**src/hw/rtl/htfl_pkg.sv**
```systemverilog
package htfl_pkg;

    localparam int ENTRIES = 64;
    localparam int EW = $clog2(ENTRIES);

    typedef enum logic [3:0] {
        CMD_CREATE    = 4'd0,
        CMD_QUERY     = 4'd1,
        CMD_READ      = 4'd2,
        CMD_INVAL     = 4'd3,
        CMD_INVAL_ALL = 4'd4,
        CMD_KEEP_SET  = 4'd5,
        CMD_KEEP_CLR  = 4'd6,
        CMD_KEEP_CLRA = 4'd7,
        CMD_SWEEP     = 4'd8
    } t_cmd;

    localparam logic [1:0] ST_OK    = 2'd0;
    localparam logic [1:0] ST_HEAP  = 2'd1;
    localparam logic [1:0] ST_RANGE = 2'd2;

    typedef struct packed {
        logic [3:0]         command;
        logic [5:0]         entry_sel;
        logic signed [31:0] in_key;
        logic [31:0]        in_handle;
        logic [15:0]        in_bytes;
        logic               heap_ok;
        logic [5:0]         random_pick;
    } t_in_word;

    typedef struct packed {
        logic [1:0]         status;
        logic [5:0]         entry_out;
        logic               is_valid;
        logic signed [31:0] out_key;
        logic [31:0]        out_handle;
        logic [15:0]        out_bytes;
        logic               freed;
        logic [31:0]        freed_handle;
        logic [15:0]        freed_bytes;
        logic               last;
    } t_out_word;

    typedef struct packed {
        logic [3:0]  command;
        logic        sel_ok;
        logic [EW-1:0] sel;
        logic signed [31:0] key;
        logic [31:0] handle;
        logic [15:0] bytes;
        logic        heap_ok;
        logic [EW-1:0] pick;
    } t_op;

    typedef enum logic [2:0] {
        S_IDLE, S_RD, S_EXEC, S_SCAN, S_SCAN_RD, S_SCAN_EMIT
    } t_state;

endpackage

```
**src/hw/rtl/htfl_front.sv**
```systemverilog
module htfl_front import htfl_pkg::*; (
    input  logic     i_clk,
    input  logic     i_rst_n,
    input  logic     i_push,
    output logic     o_full,
    input  t_in_word i_word,
    output logic     o_valid,
    output t_op      o_op,
    input  logic     i_take
);
    // two-entry queue of classified commands
    t_op        r_q [2];
    logic       r_wp, r_rp;
    logic [1:0] r_cnt;
    logic       push_ok, take_ok;
    t_op        op;
    logic [5:0] pk;

    always_comb begin
        pk = i_word.random_pick;
        op.command = i_word.command;
        op.sel_ok  = (i_word.entry_sel != '0) && ({1'b0, i_word.entry_sel} < 7'(ENTRIES));
        op.sel     = EW'(i_word.entry_sel);
        op.key     = i_word.in_key;
        op.handle  = i_word.in_handle;
        op.bytes   = i_word.in_bytes;
        op.heap_ok = i_word.heap_ok;
        op.pick    = ((pk != '0) && ({1'b0, pk} < 7'(ENTRIES))) ? EW'(pk) : EW'(1);
    end

    assign o_full  = r_cnt == 2'd2;
    assign o_valid = r_cnt != 2'd0;
    assign o_op    = r_q[r_rp];
    assign push_ok = i_push && !o_full;
    assign take_ok = i_take && o_valid;

    always_ff @(posedge i_clk) begin
        if (push_ok) begin
            r_q[r_wp] <= op;
        end
        if (!i_rst_n) begin
            r_wp  <= 1'b0;
            r_rp  <= 1'b0;
            r_cnt <= 2'd0;
        end else begin
            if (push_ok) r_wp <= ~r_wp;
            if (take_ok) r_rp <= ~r_rp;
            r_cnt <= r_cnt + 2'(push_ok) - 2'(take_ok);
        end
    end
endmodule

```
**config.mk**
```make
export PLATFORM = sky130hd
export DESIGN_NAME = htfl_front
export DESIGN_NICKNAME = d
export VERILOG_FILES = /design/src/hw/rtl/htfl_pkg.sv /design/src/hw/rtl/htfl_front.sv
export SDC_FILE = /design/constraint.sdc
export NUM_CORES = 1
export LEC_CHECK = 0
export BUFFER_PORTS_ARGS = -buffer_cell sky130_fd_sc_hd__buf_2
export CORE_AREA = 2 2 119 121
export CTS_CLUSTER_DIAMETER = 120
export DETAILED_ROUTE_END_ITERATION = 10
export DIE_AREA = 0 0 121 123
export HOLD_SLACK_MARGIN = 0.05
export PLACE_DENSITY = 0.94
export SYNTH_ARGS = -nofsm -noshare
export SYNTH_HDL_FRONTEND = slang
export SYNTH_SLANG_ARGS = --single-unit
```
**constraint.sdc**
```tcl
create_clock -name i_clk -period 13.2 [get_ports i_clk]
set_input_delay 1.32 -clock i_clk [delete_from_list [all_inputs] [get_ports i_clk]]
set_output_delay 1.32 -clock i_clk [all_outputs]
set_load 0.005 [all_outputs]
```
# --- After elaboration in Yosys (flattened, before gate mapping) ---
# Memory sizes are Yosys's and may differ from the RTL's. A register that Yosys moved wholly into a read port is not among the register bits.
# Cells that the tools add are included.
word_totals:
  out_inout_bits: 100
  ram_bits: 196
  wordCells: 20
  regBits: 4
  inputBits: 101
  mem_count: 1
classes:
  muxes: 5
  addsub: 2
  bitwise: 2
  eq_ne: 1
  reduce_logical: 6
mem_list:
  columns: ["memory", "words", "word_bits", "read_ports", "rd_ports_with_merged_regs", "write_ports", "line_no", "source"]
  rows:
  - ["r_q", 2, 98, 1, 1, 1, "htfl_front.sv:12", "t_op r_q [2];"]
ops:
  columns: ["operator", "count"]
  rows:
  - ["6-bit nonzero test", 2]
  - ["6-bit 2-to-1 mux", 1]
  - ["1-bit 2-to-1 mux", 4]
  - ["2-bit by 1-bit adder with 2-bit output", 1]
  - ["2-bit == test (second input constant)", 1]
  - ["1-bit logical AND", 2]
  - ["1-bit NOT", 2]
  - ["2-bit nonzero test", 1]
  - ["2-bit by 1-bit subtractor with 2-bit output", 1]
  - ["1-bit zero test", 1]

# --- Longest topological paths before layout ---
logic_depth:
  depth_word: 5
  depth_mapped: 8
  ltp_nobuf: 8

# --- Worst setup path before layout ---
# No wires, ideal clock.
synth_timing:
  path_type: "input port to flip-flop"
  from: "in i_push"
  to: "mem r_q[0][0] (netlist name) (enable)"
  stages: 2
  setup_ns: 0.555
  n_path_buf: 0
  setup_slack_ns: 7.151
  t_arrival_ns: 5.493
  path_cell_list: "nand2_1 > nor2_1"
synth_between:
  elab_chain_len: 3
synth_rtl:
  columns: ["item", "line_no", "source"]
  rows:
  - ["start, declared", "htfl_front.sv:4", "input logic i_push,"]
  - ["1-bit logical AND", "htfl_front.sv:34", "assign push_ok = i_push && !o_full;"]
  - ["1-bit 2-to-1 mux", "htfl_front.sv:38", "if (push_ok) begin"]
  - ["1-bit 2-to-1 mux (not written as such)", "htfl_front.sv:39", "r_q[r_wp] <= op;"]
  - ["end, declared", "htfl_front.sv:12", null]
# No other way between the ends.

==> results.txt <==
- Ranked by instance count, the synthesized netlist is headed by 196 x edfxtp_1, 78 x mux2_2, 20 x mux2_4.
* Type of origin of the critical path: flip-flop
* Unrepaired setup endpoints after global routing: false
- Across the VDD grid, the largest voltage drop is 0.000138 V.
* Synthesized-area fraction occupied by xor and xnor cells: 0.00354
- Data on the critical path arrives at its endpoint at 2.52 ns.
* Effective utilization at floorplan: 0.546
* Die span in y: 123 µm
* Area share of fa/ha/maj cells after synthesis: 0.00337
* EDFF count, synth: 196
* Worst slack at placement: 9.73 ns
* Run status: complete, no violations
- After global routing the overflow that remains totals 0.
* CTS resizes: 0
* Worst Clk Skew: 0.00459 ns
* Share of the yosys chip area belonging to registers: 0.806
- Biggest area consumer among synthesized cells: edfxtp_1
- Die span in x: 121 µm
* Number of stages on the worst hold path: 2
- The floorplan step defined a die boundary enclosing 0.0149 mm².
* Synthesis-to-layout area growth: 25.0%
- In this run the power density over the cells is 190 mW/mm².
* Final period demand of the worst path: 3.84 ns
* Post-synthesis area per instance: 21.8 µm²
* Number of antenna-violating nets in the routed design: 0
* Type of the tightest min-delay check: reg -> reg
- Max Slew Vio Count: 0
- All-Layer GR Usage: 0.174
* Most frequently used flop master after synthesis: edfxtp_1
- Ratio of final minimum period to clock period: 0.291
- The first global-routing pass estimated 20100 µm of wire.
- Pin count of the biggest net entering global routing: 77
- Top-area cell type share of the netlist area: 0.793
- Floorplan Core Area: 0.0136 mm²
* Port Buffers: 200
- Cell row count: 43
- Initial antenna violation count: 0
- Max-cap violations in this run came to 0.
* Crit path max fanout: 54
- After synthesis, the share of cell area in mux cells is 0.160.
- Across all layers, the routed design uses 3790 vias.
* I/O pins: 201
- Reg-to-Reg End: r_q[0][30]$_DFFE_PP_
- Worst R2R Path Depth: 4
* Fraction of registers with async set/reset: 0
- Length of the first detailed-routing pass in iterations: 4
- The worst pin sits at a relative slew slack of 0.321.
* Critical path's largest stage delay: 0.74 ns
- In this run the cell area of the synthesized design comes to 0.00743 mm².
- Worst EP required: 11.88 ns
- In this run the number of H-tree levels came out at 1.
* Most common cell in the netlist: edfxtp_1
* Detail-routed net length per standard cell: 18.0 µm
- For this design the static power due to leakage is 0.00352 µW.
- By area the synthesized netlist is led by edfxtp_1 79%, mux2_2 12%, mux2_4 4.0%.
- Post-DP HPWL: 8840 µm
* TritonCTS clock tree: yes
- The signal on the critical path passes through buf_4 > mux2_2 > buf_2.
* Total clock buffers created by CTS: 20
- Hold repair after CTS inserted 0 buffers.
- CP max-delay cell: buf_4
- Largest family of logic cells by synthesized area: multiplexers
- In this run the post-CTS setup repair buffer count came out at 0.
* Syn_nets: 444
- Share of post-route cells with drive strength above 1: 0.594
- Clock tree synthesis found a total of 201 sinks.
- Final RePlAce weighted congestion: 0.724
* Post-synthesis cell type count: 22
* Routed wire length: 13400 µm
- Final TNS setup: 0 ns
* Total Nets Final: 653
- Register-to-register setup slack: 10.57 ns
* Residual DRC: 0
- Final hold vios: 0
- For the pin with the worst max-slew slack, the measured transition is 1.02 ns.
* Post-synthesis cell count: 341
* Worst setup path category: reg -> out
* Startpoint of the lowest-slack hold path: r_rp$_SDFFE_PN0P_
* Post-synthesis simple-gate area fraction: 0.0101
- Number of register bits inferred by synthesis: 201
* Max Fclk: 0.260 GHz
- During synthesis, Yosys emitted a total of 0 warnings.
- The area fraction in compound gates after synthesis is 0.00202.
- The number of antenna diodes in the final layout is 0.
- Clock latency on the worst-skew pair, taken at its later pin, is 0.47 ns.
- CTS Root Cell: clkbuf_16
* Number of DRC markers in iteration 0: 234
* Clock-pin slew on the worst setup and hold paths: 0.06 ns
- Number of global-route vias before repair: 3977
* Category of the worst setup path capture point: output port
* Destination of the worst hold path: r_rp$_SDFFE_PN0P_
- Ratio of routed vias to standard cells: 5.09
* Filler Cells Inserted: 891
* Smallest setup slack after layout: 9.36 ns
- The clock passes through at most 3 buffers.
- Finish-stage setup viols: 0
* Origin of the critical flop-to-flop path: r_cnt[0]$_SDFF_PN0_
==> layout by cell type, fill, tap and decap left out, types with 3 or more instances in the layout <==
| cell type | synthesis | final |
|---|---|---|
| mux2_4 | 20 | 20 |
| nand2_1 | 3 | 3 |
| clkbuf_16 | 0 | 21 |
| edfxtp_1 | 196 | 196 |
| inv_1 | 3 | 3 |
| clkinv_2 | 0 | 3 |
| buf_2 | 7 | 200 |
| buf_4 | 0 | 3 |
| dfxtp_1 | 5 | 4 |
| clkbuf_1 | 5 | 4 |
| bufinv_16 | 0 | 3 |
| mux2_2 | 78 | 78 |
| nor2_1 | 5 | 4 |
==> per-layer routing <==
metal  GRT usage  vias to the layer above  share of wire
li1            -                     1751              -
met1       0.198                     1867           0.37
met2       0.320                      152           0.53
met3      0.0494                       20          0.086
met4      0.0509                        0          0.016
met5           0                        -              0
==> critical path, delay by kind of cell, from the launching register on <==
kind     cells  cell delay [ns]
buf+inv      2             0.88
mux          1             0.42
flops        1             0.72
==> logic make-up (layout without fill, tap and decap cells) <==
family / count (synthesis) / after routing
AO/OA/AOI/OAI: 2 / 2
XOR/XNOR: 3 / 3
adder cells (fa/ha/maj): 2 / 2
buffers and inverters: 19 / 242
flip-flops: 201 / 201
multiplexers: 99 / 99
AND/OR/NAND/NOR: 15 / 15
==> where the power goes <==
group | switching (µW) | internal [µW] | total [µW]
clock network | 214 | 360 | 574
logic | 165 | 187 | 352
registers | 37.8 | 803 | 841
total | 417 | 1350 | 1770
==> metrics by stage <==
step / utilization / total power [µW] / hold WS (ns) / std cells / instance area (µm²)
floorplan: - / 1070 / 0.455 / 341 / 7430
global placement: 0.631 / 1190 / 0.494 / 708 / 8590
detailed placement: 0.631 / 1210 / 0.520 / 708 / 8590
CTS: 0.682 / 1790 / 0.553 / 744 / 9280
global route: 0.682 / 1840 / 0.560 / 744 / 9280
finish: 0.682 / 1770 / 0.544 / 744 / 9280
==> worst max path at each step <==
stage / from / end / slack (ns) / cells past startpoint
5_1_grt: flip-flop / o_op[40] / 9.21 / 3
3_5_place_dp: i_push / r_q[0][79]$_DFFE_PP_ / 9.73 / 4
2_1_floorplan: i_push / r_q[0][0]$_DFFE_PP_ / 7.15 / 2
6_report: flip-flop / o_op[40] / 9.36 / 3
4_1_cts: flip-flop / o_op[40] / 9.31 / 3
3_3_place_gp: i_push / r_q[0][3]$_DFFE_PP_ / 9.82 / 4
==> state kept, by name, indices dropped and copies added (netlist names), named ones only <==
signal and flops:
r_wp 1, r_rp 1, r_cnt 2, r_q 196
==> final cells by class <==
cell class	instances	area, µm²	share of cell area
inverter	3	11.3	0.00121
sequential	201	5990	0.645
multi-input combinational	121	1340	0.145
clock buffer	27	568	0.0612
timing repair buffer	203	1020	0.110
clock inverter	9	120	0.0129
tap	180	225	0.0243
Note: power is estimated with default switching activity, not from simulation.
